--- config.mk ---
export PLATFORM = sky130hd
export DESIGN_NAME = rtt_window_mean_jitter_unit
export DESIGN_NICKNAME = d
export VERILOG_FILES = /design/src/rtl/rwmj_pkg.sv /design/src/rtl/rtt_window_mean_jitter_unit.sv /design/src/rtl/rwmj_ring_mem.sv /design/src/rtl/rwmj_serial_div.sv
export SDC_FILE = /design/constraint.sdc
export NUM_CORES = 1
export LEC_CHECK = 0
export ABC_AREA = 1
export BUFFER_PORTS_ARGS = -buffer_cell sky130_fd_sc_hd__clkbuf_2
export CAP_MARGIN = 40
export CORE_UTILIZATION = 55
export CTS_BUF_LIST = sky130_fd_sc_hd__clkbuf_4 sky130_fd_sc_hd__clkbuf_8
export DETAILED_ROUTE_END_ITERATION = 7
export GPL_ROUTABILITY_DRIVEN = 0
export GPL_TIMING_DRIVEN = 0
export PLACE_DENSITY = 0.72
export SYNTH_ARGS = -nofsm -noshare
export SYNTH_HDL_FRONTEND = slang
export SYNTH_SLANG_ARGS = --single-unit
--- constraint.sdc ---
create_clock -name aclk -period 10.4 [get_ports aclk]
set_clock_uncertainty 0.05 [all_clocks]
set_input_delay 0 -clock aclk [delete_from_list [all_inputs] [get_ports aclk]]
set_output_delay 0 -clock aclk [all_outputs]
set_load 0.02 [all_outputs]
--- src/rtl/rwmj_pkg.sv ---
// rwmj_pkg: shared constants, controller states and divider status type
// for the rtt window mean / jitter unit; no dependencies
package rwmj_pkg;

    localparam int WINDOW_DEPTH = 16;
    localparam int SAMPLE_W     = 16;
    localparam int SLOT_W       = $clog2(WINDOW_DEPTH);
    localparam int CNT_W        = $clog2(WINDOW_DEPTH + 1);
    localparam int SUM_W        = SAMPLE_W + $clog2(WINDOW_DEPTH);
    localparam int FRAC_W       = 8;
    localparam int DVD_W        = SUM_W + FRAC_W;
    localparam int RESULT_W     = 24;

    typedef enum logic [2:0] {
        ST_IDLE,
        ST_RD_OLD,
        ST_RD_NEXT,
        ST_EVICT,
        ST_UPDATE,
        ST_START,
        ST_DIVIDE
    } rwmj_state_t;

    typedef struct packed {
        logic busy;
        logic done;
    } div_stat_t;

endpackage

--- src/rtl/rtt_window_mean_jitter_unit.sv ---
// rtt_window_mean_jitter_unit: sliding window mean and jitter of rtt samples
// depends on rwmj_pkg, rwmj_ring_mem, rwmj_serial_div
//
//  channel | direction | handshake          | payload
//  s_      | in        | s_valid / s_ready  | s_rtt_sample[15:0]
//  m_      | out       | m_valid / m_ready  | m_mean_rtt, m_jitter, m_last_rtt, m_sample_count
//
// from transfer to result an item passes an update step, then the bit-serial
// divisions of DVD_W = 28 steps, mean and jitter side by side, and waits for a
// free output; once the window is full, two ring reads and an eviction step come first
// synchronous active-low reset clears state, count, sums, slot and output valid; the ring needs no clear
// a waiting result sits in the output register while the next sample is taken
module rtt_window_mean_jitter_unit (
    input  logic                          aclk,
    input  logic                          aresetn,
    input  logic                          s_valid,
    output logic                          s_ready,
    input  logic [rwmj_pkg::SAMPLE_W-1:0] s_rtt_sample,
    output logic                          m_valid,
    input  logic                          m_ready,
    output logic [rwmj_pkg::RESULT_W-1:0] m_mean_rtt,
    output logic [rwmj_pkg::RESULT_W-1:0] m_jitter,
    output logic [rwmj_pkg::SAMPLE_W-1:0] m_last_rtt,
    output logic [rwmj_pkg::CNT_W-1:0]    m_sample_count
);
    import rwmj_pkg::*;

    rwmj_state_t state_reg, state_next;

    logic [SAMPLE_W-1:0] sample_reg, sample_next;
    logic [SAMPLE_W-1:0] last_reg, last_next;
    logic [SAMPLE_W-1:0] oldest_reg, oldest_next;
    logic [SLOT_W-1:0]   slot_reg, slot_next;
    logic [CNT_W-1:0]    count_reg, count_next;
    logic [SUM_W-1:0]    sample_sum_reg, sample_sum_next;
    logic [SUM_W-1:0]    diff_sum_reg, diff_sum_next;

    logic                m_valid_reg, m_valid_next;
    logic [RESULT_W-1:0] mean_out_reg, mean_out_next;
    logic [RESULT_W-1:0] jit_out_reg, jit_out_next;
    logic [SAMPLE_W-1:0] last_out_reg, last_out_next;
    logic [CNT_W-1:0]    count_out_reg, count_out_next;

    logic [SLOT_W-1:0]   slot_inc;
    logic                in_xfer;
    logic                out_free;
    logic                window_full;
    logic                mem_we;
    logic [SLOT_W-1:0]   mem_addr;
    logic [SAMPLE_W-1:0] mem_rdata;
    logic                div_start;
    logic                load_out;
    logic [DVD_W-1:0]    mean_quo;
    logic [DVD_W-1:0]    jit_quo;
    div_stat_t           mean_stat;
    div_stat_t           jit_stat;
    logic [SAMPLE_W-1:0] evict_diff;
    logic [SAMPLE_W-1:0] new_diff;

    function automatic logic [SAMPLE_W-1:0] abs_diff(input logic [SAMPLE_W-1:0] a,
                                                     input logic [SAMPLE_W-1:0] b);
        return (a > b) ? (a - b) : (b - a);
    endfunction

    assign slot_inc    = (slot_reg == SLOT_W'(WINDOW_DEPTH - 1)) ? '0 : slot_reg + SLOT_W'(1);
    assign in_xfer     = s_valid && s_ready;
    assign out_free    = !m_valid_reg || m_ready;
    assign window_full = count_reg == CNT_W'(WINDOW_DEPTH);
    assign evict_diff  = abs_diff(oldest_reg, mem_rdata);
    assign new_diff    = abs_diff(sample_reg, last_reg);

    // next state
    always_comb begin
        state_next = state_reg;
        case (state_reg)
            ST_IDLE: begin
                if (in_xfer) begin
                    state_next = window_full ? ST_RD_OLD : ST_UPDATE;
                end
            end
            ST_RD_OLD:  state_next = ST_RD_NEXT;
            ST_RD_NEXT: state_next = ST_EVICT;
            ST_EVICT:   state_next = ST_UPDATE;
            ST_UPDATE:  state_next = ST_START;
            ST_START:   state_next = ST_DIVIDE;
            ST_DIVIDE: begin
                if (mean_stat.done && jit_stat.done && out_free) begin
                    state_next = ST_IDLE;
                end
            end
            default:    state_next = ST_IDLE;
        endcase
    end

    // controller outputs
    always_comb begin
        s_ready   = 1'b0;
        mem_we    = 1'b0;
        mem_addr  = slot_reg;
        div_start = 1'b0;
        load_out  = 1'b0;
        case (state_reg)
            ST_IDLE:    s_ready = 1'b1;
            ST_RD_OLD:  mem_addr = slot_reg;
            ST_RD_NEXT: mem_addr = slot_inc;
            ST_EVICT:   mem_addr = slot_reg;
            ST_UPDATE:  mem_we = 1'b1;
            ST_START:   div_start = 1'b1;
            ST_DIVIDE:  load_out = mean_stat.done && jit_stat.done && out_free;
            default:    s_ready = 1'b0;
        endcase
    end

    // window bookkeeping
    always_comb begin
        sample_next     = sample_reg;
        last_next       = last_reg;
        oldest_next     = oldest_reg;
        slot_next       = slot_reg;
        count_next      = count_reg;
        sample_sum_next = sample_sum_reg;
        diff_sum_next   = diff_sum_reg;
        if (in_xfer) begin
            sample_next = s_rtt_sample;
        end
        case (state_reg)
            ST_RD_NEXT: oldest_next = mem_rdata;
            ST_EVICT: begin
                // oldest leaves, along with its step to the second oldest
                sample_sum_next = sample_sum_reg - SUM_W'(oldest_reg);
                diff_sum_next   = diff_sum_reg - SUM_W'(evict_diff);
                count_next      = CNT_W'(WINDOW_DEPTH - 1);
            end
            ST_UPDATE: begin
                sample_sum_next = sample_sum_reg + SUM_W'(sample_reg);
                if (count_reg != '0) begin
                    diff_sum_next = diff_sum_reg + SUM_W'(new_diff);
                end
                count_next = count_reg + CNT_W'(1);
                slot_next  = slot_inc;
                last_next  = sample_reg;
            end
            default: count_next = count_reg;
        endcase
    end

    // output register
    always_comb begin
        m_valid_next   = m_valid_reg && !m_ready;
        mean_out_next  = mean_out_reg;
        jit_out_next   = jit_out_reg;
        last_out_next  = last_out_reg;
        count_out_next = count_out_reg;
        if (load_out) begin
            m_valid_next   = 1'b1;
            mean_out_next  = mean_quo[RESULT_W-1:0];
            // no consecutive pair yet with a single sample
            jit_out_next   = (count_reg >= CNT_W'(2)) ? jit_quo[RESULT_W-1:0] : '0;
            last_out_next  = last_reg;
            count_out_next = count_reg;
        end
    end

    always_ff @(posedge aclk) begin
        if (!aresetn) begin
            state_reg      <= ST_IDLE;
            slot_reg       <= '0;
            count_reg      <= '0;
            sample_sum_reg <= '0;
            diff_sum_reg   <= '0;
            m_valid_reg    <= 1'b0;
        end else begin
            state_reg      <= state_next;
            slot_reg       <= slot_next;
            count_reg      <= count_next;
            sample_sum_reg <= sample_sum_next;
            diff_sum_reg   <= diff_sum_next;
            m_valid_reg    <= m_valid_next;
        end
        sample_reg    <= sample_next;
        last_reg      <= last_next;
        oldest_reg    <= oldest_next;
        mean_out_reg  <= mean_out_next;
        jit_out_reg   <= jit_out_next;
        last_out_reg  <= last_out_next;
        count_out_reg <= count_out_next;
    end

    rwmj_ring_mem u_ring (
        .aclk    (aclk),
        .wr_en   (mem_we),
        .addr    (mem_addr),
        .wr_data (sample_reg),
        .rd_data (mem_rdata)
    );

    rwmj_serial_div u_mean_div (
        .aclk     (aclk),
        .aresetn  (aresetn),
        .start    (div_start),
        .dividend ({sample_sum_reg, FRAC_W'(0)}),
        .divisor  (count_reg),
        .quotient (mean_quo),
        .stat     (mean_stat)
    );

    rwmj_serial_div u_jit_div (
        .aclk     (aclk),
        .aresetn  (aresetn),
        .start    (div_start),
        .dividend ({diff_sum_reg, FRAC_W'(0)}),
        .divisor  (count_reg - CNT_W'(1)),
        .quotient (jit_quo),
        .stat     (jit_stat)
    );

    assign m_valid        = m_valid_reg;
    assign m_mean_rtt     = mean_out_reg;
    assign m_jitter       = jit_out_reg;
    assign m_last_rtt     = last_out_reg;
    assign m_sample_count = count_out_reg;

    a_count_bound: assert property (@(posedge aclk) disable iff (!aresetn)
        count_reg <= CNT_W'(WINDOW_DEPTH))
        else $error("held sample count beyond window depth");

    a_evict_only_full: assert property (@(posedge aclk) disable iff (!aresetn)
        (state_reg == ST_RD_OLD) |-> window_full)
        else $error("eviction started on a window that is not full");

    a_divs_in_step: assert property (@(posedge aclk) disable iff (!aresetn)
        (mean_stat.done == jit_stat.done) && (mean_stat.busy == jit_stat.busy))
        else $error("mean and jitter dividers out of step");

    a_result_count: assert property (@(posedge aclk) disable iff (!aresetn)
        m_valid |-> (m_sample_count != '0))
        else $error("result with an empty window");

    a_single_jitter: assert property (@(posedge aclk) disable iff (!aresetn)
        (m_valid && (m_sample_count == CNT_W'(1))) |-> (m_jitter == '0))
        else $error("jitter reported with a single sample");

endmodule

--- src/rtl/rwmj_ring_mem.sv ---
// rwmj_ring_mem: single-port sample ring, one access per cycle, registered read
// depends on rwmj_pkg
module rwmj_ring_mem (
    input  logic                          aclk,
    input  logic                          wr_en,
    input  logic [rwmj_pkg::SLOT_W-1:0]   addr,
    input  logic [rwmj_pkg::SAMPLE_W-1:0] wr_data,
    output logic [rwmj_pkg::SAMPLE_W-1:0] rd_data
);
    import rwmj_pkg::*;

    logic [SAMPLE_W-1:0] ring_mem [WINDOW_DEPTH];
    logic [SAMPLE_W-1:0] rd_data_reg;

    always_ff @(posedge aclk) begin
        if (wr_en) begin
            ring_mem[addr] <= wr_data;
        end
        rd_data_reg <= ring_mem[addr];
    end

    assign rd_data = rd_data_reg;

endmodule

--- src/rtl/rwmj_serial_div.sv ---
// rwmj_serial_div: restoring divider, one quotient bit per cycle through a
// shift register; depends on rwmj_pkg
module rwmj_serial_div (
    input  logic                       aclk,
    input  logic                       aresetn,
    input  logic                       start,
    input  logic [rwmj_pkg::DVD_W-1:0] dividend,
    input  logic [rwmj_pkg::CNT_W-1:0] divisor,
    output logic [rwmj_pkg::DVD_W-1:0] quotient,
    output rwmj_pkg::div_stat_t        stat
);
    import rwmj_pkg::*;

    localparam int STEP_W = $clog2(DVD_W + 1);

    logic [DVD_W-1:0]  quo_reg, quo_next;
    logic [CNT_W-1:0]  rem_reg, rem_next;
    logic [CNT_W-1:0]  dsr_reg, dsr_next;
    logic [STEP_W-1:0] step_reg, step_next;
    logic              busy_reg, busy_next;
    logic              done_reg, done_next;
    logic [CNT_W:0]    trial;
    logic [CNT_W:0]    trial_sub;
    logic              fits;

    // shift the next dividend bit into the partial remainder
    assign trial     = {rem_reg, quo_reg[DVD_W-1]};
    assign fits      = trial >= {1'b0, dsr_reg};
    assign trial_sub = trial - {1'b0, dsr_reg};

    always_comb begin
        quo_next  = quo_reg;
        rem_next  = rem_reg;
        dsr_next  = dsr_reg;
        step_next = step_reg;
        busy_next = busy_reg;
        done_next = done_reg;
        if (start) begin
            quo_next  = dividend;
            rem_next  = '0;
            dsr_next  = divisor;
            step_next = STEP_W'(DVD_W);
            busy_next = 1'b1;
            done_next = 1'b0;
        end else if (busy_reg) begin
            quo_next  = {quo_reg[DVD_W-2:0], fits};
            rem_next  = fits ? trial_sub[CNT_W-1:0] : trial[CNT_W-1:0];
            step_next = step_reg - STEP_W'(1);
            if (step_reg == STEP_W'(1)) begin
                busy_next = 1'b0;
                done_next = 1'b1;
            end
        end
    end

    always_ff @(posedge aclk) begin
        if (!aresetn) begin
            busy_reg <= 1'b0;
            done_reg <= 1'b0;
            step_reg <= '0;
        end else begin
            busy_reg <= busy_next;
            done_reg <= done_next;
            step_reg <= step_next;
        end
        quo_reg <= quo_next;
        rem_reg <= rem_next;
        dsr_reg <= dsr_next;
    end

    assign quotient  = quo_reg;
    assign stat.busy = busy_reg;
    assign stat.done = done_reg;

endmodule
Word-level counts from Yosys, hierarchy flattened
Memory sizes are Yosys's and may differ from the RTL's. A register that Yosys moved wholly into a read port is not among the register bits. Index checks and enable logic that the tools add are counted.

Bits in registers: 260. Latch bits: 0. RAM bits: 256. ROM bits: 0. Input bits: 20. Output and inout port bits: 71. Memories: 1.

Add/subtract/negate cells: 15. $mul: 0. Divide/modulo/power cells: 0. Order comparisons: 5. Equal/unequal tests: 13. Shifts and indexed selects: 0. Muxes and demuxes: 35. Bitwise logic cells: 1. Reduce and logical (&&, ||, !) cells: 17.

Memories: u_ring.ring_mem (depth 16, bits a word 16, read ports 1, clocked after memory_dff 1, write ports 1, line rwmj_ring_mem.sv:12) `logic [SAMPLE_W-1:0] ring_mem [WINDOW_DEPTH];`.

Operators by type and width (count): 2-to-1 mux 28 bit (4); one-hot mux 20 bit (2 select lines) (2); subtractor 16 bit (4); adder 20 x 16 -> 20 bit (2); subtractor 20 x 16 -> 20 bit (2); > comparator 16 bit (2); 2-to-1 mux 16 bit (2); 2-to-1 mux 5 bit (6); one-hot mux 3 bit (7 select lines) (1); 2-to-1 mux 20 bit (1); subtractor 5 x 1 -> 5 bit, second input constant (3); 2-to-1 mux 1 bit (13); greater-or-equal comparator 6 x 5 -> 1 bit (2); equality test 5 x 1 -> 1 bit, second input constant (2); one-hot mux 5 bit (2 select lines) (1); subtractor 5 bit (2); equality test 3 bit, second input constant (3); 2-to-1 mux 3 bit (3); 2-to-1 mux 4 bit (2); AND reduction 2 bit (4); equality test 3 x 2 -> 1 bit, second input constant (2); inequality test 2 bit, second input constant (3); nonzero test 2 bit (3); adder 5 x 1 -> 5 bit, second input constant (1); 12 further kinds (16).

Logic depth before layout (Yosys ltp)
Gate-level depths: netlist of the first run.

Word-level depth: 5. Mapped depth: 38.

Cells and area by module
From an unflattened synthesis of the first run, not the netlist that was laid out.

Cell total of the unflattened synthesis: 3190. Area, all modules: 27784.1 um^2.

Modules (own cells, without submodules): rtt_window_mean_jitter_unit (instances 1, cells an instance 1640, area each 12323.1 um^2, seq. area each 4574.4 um^2); rwmj_ring_mem (instances 1, cells an instance 1070, area each 11151.9 um^2, seq. area each 8007.7 um^2); rwmj_serial_div (instances 2, cells an instance 240, area each 2154.6 um^2, seq. area each 1231.2 um^2).

Worst setup path after synthesis of the first run
OpenSTA, ideal clock, no wires.

Kind: register to register. From: reg state_reg[2]. To: reg jit_out_reg[0], in the netlist m_jitter[0] (enable). Setup time: 670 ps. Arrival: 7243 ps. Path slack: 2438 ps. Cell stages (with the launch flop): 3. Buffers on the path: 0. Clock period less this slack: 7962 ps. Cells stage by stage: dfxtp_1 -> inv_1 -> nor4_1.

Longest elaborated chain between the ends: 2.

Ends and longest elaborated chain: from (decl) (line rtt_window_mean_jitter_unit.sv:28) `rwmj_state_t state_reg, state_next;`; from (signal assigned) (line rtt_window_mean_jitter_unit.sv:173) `state_reg <= state_next;`; equality test 3 bit (line rtt_window_mean_jitter_unit.sv:102) `case (state_reg)`; 2-to-1 mux 1 bit (line rtt_window_mean_jitter_unit.sv:102); named net load_out (line rtt_window_mean_jitter_unit.sv:52) `logic load_out;`; to (signal assigned) (line rtt_window_mean_jitter_unit.sv:184) `jit_out_reg <= jit_out_next;`; to (decl) (line rtt_window_mean_jitter_unit.sv:40) `logic [RESULT_W-1:0] jit_out_reg, jit_out_next;`.

The timed path passes the listed nets, and every way through them passes these cells. A chain may end at the register's enable or synchronous reset.

Final worst setup path of the first run
From: reg sample_reg[4]. To: reg diff_sum_reg[16].

Longest elaborated chain between the ends: 5. Elaborated cells on any way between the ends: 7. Classes of those cells: 3 x add/sub; 1 x order compare; 3 x mux.

Ends and longest elaborated chain: from (decl) (line rtt_window_mean_jitter_unit.sv:30) `logic [SAMPLE_W-1:0] sample_reg, sample_next;`; from (signal assigned) (line rtt_window_mean_jitter_unit.sv:180) `sample_reg <= sample_next;`; subtractor 16 bit / > comparator 16 bit (equally long branches) (line rtt_window_mean_jitter_unit.sv:62) `return (a > b) ? (a - b) : (b - a);`; 2-to-1 mux 16 bit (*) (line rtt_window_mean_jitter_unit.sv:62); adder 20 x 16 -> 20 bit (*) (line rtt_window_mean_jitter_unit.sv:137) `diff_sum_next = diff_sum_reg + SUM_W'(new_diff);`; 2-to-1 mux 20 bit (*) (line rtt_window_mean_jitter_unit.sv:136) `if (count_reg != '0) begin`; one-hot mux 20 bit (2 select lines) (*) (line rtt_window_mean_jitter_unit.sv:126) `case (state_reg)`; to (signal assigned) (line rtt_window_mean_jitter_unit.sv:177) `diff_sum_reg <= diff_sum_next;`; to (decl) (line rtt_window_mean_jitter_unit.sv:36) `logic [SUM_W-1:0] diff_sum_reg, diff_sum_next;`.

Every way passes the cells marked *; elsewhere a longest branch is shown, timed or not. The select of a mux whose other input is x is not followed.

==> key figures, run 1 <==
Worst hold path
  • Hold Path Class: in2reg

Critical path
  • Top cell by count, worst path: nand2_1
  • Arr. time, crit path: 6.80 ns
  • Critical path fanouts, max: 19
  • Max stage delay on crit path: 0.93 ns
  • Crit path capture type: flip-flop
  • Slowest CP cell: edfxtp_1
  • Worst EP required: 10.95 ns
  • Kind of critical path: reg2reg
  • CP startpoint kind: flip-flop
  • R2R setup slack: 4.15 ns

Synthesis
  • Sequential element share of the synthesized area: 57.4%
  • Post-synth ARST share: 0%
  • Number of synthesized flops with an enable pin: 423
  • Area leader, netlist: edfxtp_1
  • Post-synth top flop: edfxtp_1
  • Mean post-synth cell area: 10.2 um^2
  • Distinct cells, synth: 55
  • Largest cells by area after synthesis: edfxtp_1 (49%), dfxtp_1 (8.4%), nand2_1 (6.2%), ha_1 (5.9%), inv_1 (4.8%)
  • Post-synth top area share: 48.9%
  • Syn. warnings: 0
  • Mapped Cells: 2541
  • FF+latch count, synth: 532
  • Top cells by count, synth: nand2_1 (426), edfxtp_1 (423), inv_1 (335)
  • Syn_nets: 2691
  • Synth Cell Area: 0.0260 mm^2
  • Most common cell in the netlist: nand2_1

GRT
  • Global Route Usage Sum: 29.2%
  • Antenna violations before repair: 3
  • Largest net degree at the start of global routing: 26
  • Vias in the first global route: 19300
  • Grt ovf: 0
  • First-pass GRT wire length: 106 mm

CTS
  • Max H-tree Level: 3
  • Post-CTS setup repair buffer count: 0
  • CTS hold repair buffers: 36
  • Inserted Clock Buffers: 85
  • Post-CTS resize count: 0
  • CTS Buffer Depth: 3
  • CTS tree: built
  • Clock sink total: 532
  • Clock Latency Late Sink: 0.70 ns
  • CTS clk-pin slew, worst paths: 0.06 ns
  • CTS Root Cell: clkbuf_8

Layout
  • Final cell count without fillers: 3463
  • Layout area overhead: 14.7%
  • Max FFs per register: 256
  • Filler instances: 3642
  • Share of layout cells above drive strength 1: 12.3%
  • Largest Register: u_ring.ring_mem
  • Final nets: 2936

Power and ir drop
  • Pwr Density: 326 mW/mm^2
  • LEAKAGE: 12.3 nW
  • Worst vdd ir: 0.195 mV

Timing
  • Worst-margin pin slew: 0.971 ns
  • RSZ-0062 raised after global routing: no
  • Relative slew slack: 35.3%
  • Fin. Hold Viols: 0
  • Final period util: 60.1%
  • # setup viols final: 0
  • Post-layout min period: 6.25 ns
  • Final hold slack: 0.271 ns
  • Highest Clock Rate: 160 MHz
  • Max Slew Vio Count: 0

Route
  • Vias: 20200
  • DRC violations left: 0
  • Routed WL: 69.2 mm
  • Via density: 5.84
  • Antenna viol nets, final: 0
  • DRT iter0 DRCs: 1956
  • First-pass DRT Iterations: 7
  • Wirelength per Cell: 20.0 um

Die
  • Std cell rows: 79
  • Initial Util: 55.7%
  • I/O pins: 91
  • Die Y: 219 um
  • Die area: 0.0481 mm^2
  • Die Wd: 219 um
  • Core ar.: 0.0466 mm^2

Run
  • Max Cap Violations: 0

Placement
  • PortBufs: 90
  • DP Wirelength: 49.8 mm
  • Cells after DPL: 3270

Status
  • Outcome: complete, no violations
[power breakdown]
part | internal, mW | switching, mW
combinational | 1.55 | 3.22
clock | 1.02 | 0.836
sequential | 2.75 | 0.326
[cells in the final DEF (no fill, tap or decap), drive strengths merged, types with 4 or more instances in the layout]
cell and n:
a21o 4, clkinv 29, and2 4, clkbuf 263, nor3 23, a211oi 6
xnor2 13, or4 16, nand4 20, o21bai 17, o21ai 136, nor2 154
ha 122, a22o 39, dlygate4sd3 36, xor2 44, o22ai 4, or2 11
o31ai 6, a31oi 10, nand3 93, nand2 449, a21oi 218, edfxtp 423
dfxtp 109, buf 61, o221ai 7, bufinv 4, inv 344, o211ai 15
a22oi 142, fa 8
[stage by stage]
stage | setup TNS (ns) | cell area [um^2] | util (%) | total power [mW] | setup WS (ns)
after floorplan | 0 | 26000 | - | 6.33 | 2.44
after global placement | -43.61 | 27200 | 58.3 | 7.54 | -0.642
after detailed placement | 0 | 27600 | 59.4 | 7.72 | 4.36
after CTS | 0 | 29800 | 63.9 | 9.60 | 4.37
after global routing | 0 | 29800 | 63.9 | 10.4 | 3.66
final | 0 | 29800 | 63.9 | 9.70 | 4.15
[logic make-up after synthesis]
logic type	Yosys count	synth area share (%)
AND/OR/NAND/NOR	778	13.2
adder cells (fa/ha/maj)	130	6.50
XOR/XNOR	57	1.92
flip-flops	532	57.4
buffers and inverters	424	6.28
AO/OA/AOI/OAI	620	14.7
[worst paths after layout]
check | from | end | cells after the start
max | sample_reg[4] | diff_sum_reg[16] | 29
min | aresetn | count_reg[4] | 4
max reg2reg | sample_reg[4] | diff_sum_reg[16] | 29
min reg2reg | u_mean_div.done_reg | u_mean_div.done_reg | 2
[critical path: cells and delay by family (launching register included)]
family                     cells  cell delay, ns
buffers and inverters          5            1.00
DFF                            1            0.93
adders and majority gates      2            0.87
xor gates and xnor gates       1            0.10
AOI/OAI and AO/OA             10            1.98
and+or+nand+nor               11            1.24
[routing by layer]
metal	routed length [um]	part of all wire, %	track usage, %	up-vias
met2	33100	48	48.3	937
met3	5770	8.3	5.85	187
met4	2950	4.3	13.6	0
li1	-	-	-	9422
met1	27500	40	36.8	9661
met5	0	0	0	-
[area by class of cell]
cell class | count | area (um^2) | area share, %
diodes | 1 | 2.50 | 0.00841
plain buffers | 81 | 340 | 1.14
clock buffers | 121 | 1480 | 4.97
clock inverters | 35 | 289 | 0.971
inverters | 343 | 1290 | 4.33
multi-input cells | 1585 | 9490 | 31.9
flip-flops and latches | 532 | 14900 | 50.0
well taps | 607 | 759 | 2.55
repair buffers | 158 | 1230 | 4.13
No activity file was read; power rests on OpenSTA's default activity.
==> run 2, diff against run 1 <==
--- a/config.mk
+++ b/config.mk
@@ -13,7 +13,7 @@
 export DETAILED_ROUTE_END_ITERATION = 7
 export GPL_ROUTABILITY_DRIVEN = 0
 export GPL_TIMING_DRIVEN = 0
-export PLACE_DENSITY = 0.72
+export PLACE_DENSITY = 0.75
 export SYNTH_ARGS = -nofsm -noshare
 export SYNTH_HDL_FRONTEND = slang
 export SYNTH_SLANG_ARGS = --single-unit
==> constraint.sdc (replaced) <==
create_clock -name aclk -period 5.6 [get_ports aclk]
set_clock_uncertainty 0.05 [all_clocks]
set_input_delay 0 -clock aclk [delete_from_list [all_inputs] [get_ports aclk]]
set_output_delay 0 -clock aclk [all_outputs]
set_load 0.02 [all_outputs]
==> run 2 against run 1 <==
Sequential share of layout area fell by 0.37 points; power rose by 86%; via count rose by 1.4%; utilization rose by 0.47 points; cell count rose by 0.46%; die area did not move; final area rose by 0.74%; fmax rose by 21%; non-clock buffer count rose by 18; combinational power rose by 89%; critical path type unchanged.
==> key figures, run 2 (same netlist as run 1, synthesis figures left out) <==
Critical path
  • Reg-to-Reg End: diff_sum_reg[16]
  • Slowest CP cell: fa_1
  • Crit path capture type: flip-flop
  • Arr. time, crit path: 5.69 ns (-1.11 ns)
  • Worst EP required: 6.13 ns (-4.82 ns)
  • R2R setup slack: 0.44 ns (-3.71 ns)
  • Worst-case reg-to-reg path depth: 35 (+21%)
  • Kind of critical path: reg2reg
  • Max stage delay on crit path: 0.41 ns (-0.52 ns)
  • CP startpoint kind: flip-flop
  • Top cell by count, worst path: nand2_1
  • Critical path fanouts, max: 10 (-9)
  • R2R Path Start: oldest_reg[0]

Power and ir drop
  • Pwr Density: 603 mW/mm^2 (+85%)
  • Worst vdd ir: 0.504 mV (+160%)
  • LEAKAGE: 12.5 nW (+0.91%)

Route
  • Wirelength per Cell: 20.3 um (+1.6%)
  • First-pass DRT Iterations: 6 (-1)
  • DRT iter0 DRCs: 1867 (-4.6%)
  • Antenna viol nets, final: 0 (unchanged)
  • Routed WL: 70.7 mm (+2.1%)
  • DRC violations left: 0 (unchanged)
  • Via density: 5.89 (+0.96%)
  • Vias: 20500 (+1.4%)

Layout
  • Fin util: 64.4% (+0.47 points)
  • Filler instances: 3548 (-2.6%)
  • Antenna cell count: 0 (-1)
  • Share of layout cells above drive strength 1: 13.0% (+0.69 points)
  • Final nets: 2954 (+0.61%)
  • Final Cell Area: 0.0300 mm^2 (+0.74%)
  • Final cell count without fillers: 3479 (+0.46%)
  • Max FFs per register: 256 (unchanged)
  • Most frequent cells in the layout: nand2_1 (425), edfxtp_1 (423), inv_1 (335)
  • Layout area overhead: 15.5%
  • Most common cell after layout, fill and taps aside: nand2_1
  • Largest Register: u_ring.ring_mem

Timing
  • Setup ws final: 0.439 ns (-3.71 ns)
  • Final period util: 92.2% (+32 points)
  • RSZ-0062 raised after global routing: no
  • Relative slew slack: 39.0% (+3.7 points)
  • Highest Clock Rate: 194 MHz (+21%)
  • Worst-margin pin slew: 0.916 ns (-0.0555 ns)
  • # setup viols final: 0 (unchanged)
  • Max Slew Vio Count: 0 (unchanged)
  • Fin. Hold Viols: 0 (unchanged)
  • Post-layout min period: 5.16 ns (-1.09 ns)

Status
  • Outcome: complete, no violations

Run
  • Max Cap Violations: 0 (unchanged)

CTS
  • CTS tree: built
  • CTS Root Cell: clkbuf_8
  • Max H-tree Level: 3 (unchanged)
  • CTS Buffer Depth: 3 (unchanged)
  • Clock Latency Late Sink: 0.73 ns (+0.03 ns)
  • Clock sink total: 532 (unchanged)
  • Inserted Clock Buffers: 85 (unchanged)
  • CTS clk-pin slew, worst paths: 0.06 ns (about the same)

Placement
  • Cells after DPL: 3264 (-0.18%)
  • Pre-CTS setup slack: -0.383 ns (-4.75 ns)
  • DP Wirelength: 49.4 mm (-0.79%)
  • PortBufs: 90 (unchanged)
  • Area after DPL: 0.0276 mm^2 (-0.11%)

Die
  • Std cell rows: 79 (unchanged)
  • Initial Util: 55.7% (unchanged)
  • Die Wd: 219 um (unchanged)
  • Die area: 0.0481 mm^2 (unchanged)
  • I/O pins: 91 (unchanged)
  • Die Y: 219 um (unchanged)
  • Core ar.: 0.0466 mm^2 (unchanged)

Worst hold path
  • Min-delay src: aresetn
  • Hold Path Class: in2reg
  • Hold EP: count_reg[4]
  • Depth of the worst hold-timing path: 4 (unchanged)

GRT
  • Antenna violations before repair: 1 (-2)
  • Grt ovf: 0 (unchanged)
  • First-pass GRT wire length: 108 mm (+1.6%)
  • Vias in the first global route: 19800 (+2.4%)
  • Global Route Usage Sum: 29.6% (+0.43 points)
  • Largest net degree at the start of global routing: 26 (unchanged)
run 2: changes by cell type in the layout (fill, tap and decap cells not counted), sizes merged:
cell and delta:
buf +18, inv -2, clkbuf +2, diode -1, clkinvlp -1
run 2: area by class of cell:
cell class / instances / area [um^2] / share of cell area [%]
clock inverter: 32 / 299 / 0.997
buffer: 81 / 344 / 1.15
tap: 607 / 759 / 2.53
inverter: 343 / 1290 / 4.30
timing repair buffer: 176 / 1400 / 4.67
clock buffer: 123 / 1510 / 5.02
sequential: 532 / 14900 / 49.6
multi-input combinational: 1585 / 9500 / 31.7
run 2: how the worst max path moves through the flow:
stage / start / end / slack (ns) / cells after the start
6_report: oldest_reg[0] / diff_sum_reg[16] / 0.44 / 35
2_1_floorplan: m_valid / m_jitter[0] / 0.63 / 5
3_3_place_gp: m_valid / m_last_rtt[3] / -1.24 / 5
4_1_cts: sample_reg[12] / diff_sum_reg[16] / 0.002 / 30
3_5_place_dp: sample_reg[11] / diff_sum_reg[16] / -0.38 / 30
5_1_grt: oldest_reg[0] / diff_sum_reg[16] / 0.05 / 35
run 2: critical path, delay by kind of cell, from the launching register on:
kind	cells	cell delay [ns]
buffers and inverters	7	0.56
AO/OA/AOI/OAI	6	0.95
XOR/XNOR	2	0.35
adder cells (fa/ha/maj)	4	1.21
flip-flops	1	0.35
AND/OR/NAND/NOR	16	1.55
run 2: through the flow:
step                      hold slack, ns  power (mW)  TNS [ns]
after detailed placement           0.129        14.3    -0.959
after global routing               0.284        19.3         0
after CTS                          0.253        17.8         0
final                              0.289        18.1         0
after global placement             0.128        13.9    -87.07
after floorplan                   0.0489        11.7         0
run 2: report_power, final:
group	internal [mW]	switching (mW)
clock	1.93	1.56
sequential	5.10	0.486
combinational	2.94	6.06
total	9.97	8.10
run 2: routing by layer:
metal	global-route usage, %	up-vias	part of all wire (%)
met4	14.7	2	4.7
met3	6.61	225	9.6
met5	0	-	0.020
met1	36.2	9725	38
met2	49.4	1084	48
li1	-	9459	-
run 2: timing repair:
item | CTS | global route
gates resized for setup | 1 | 5
hold buffers | 36 | 0
buffers inserted | 13 | 9
setup endpoints to repair | 5 | 6
pin swaps | 0 | 0
hold endpoints to repair | 49 | 0
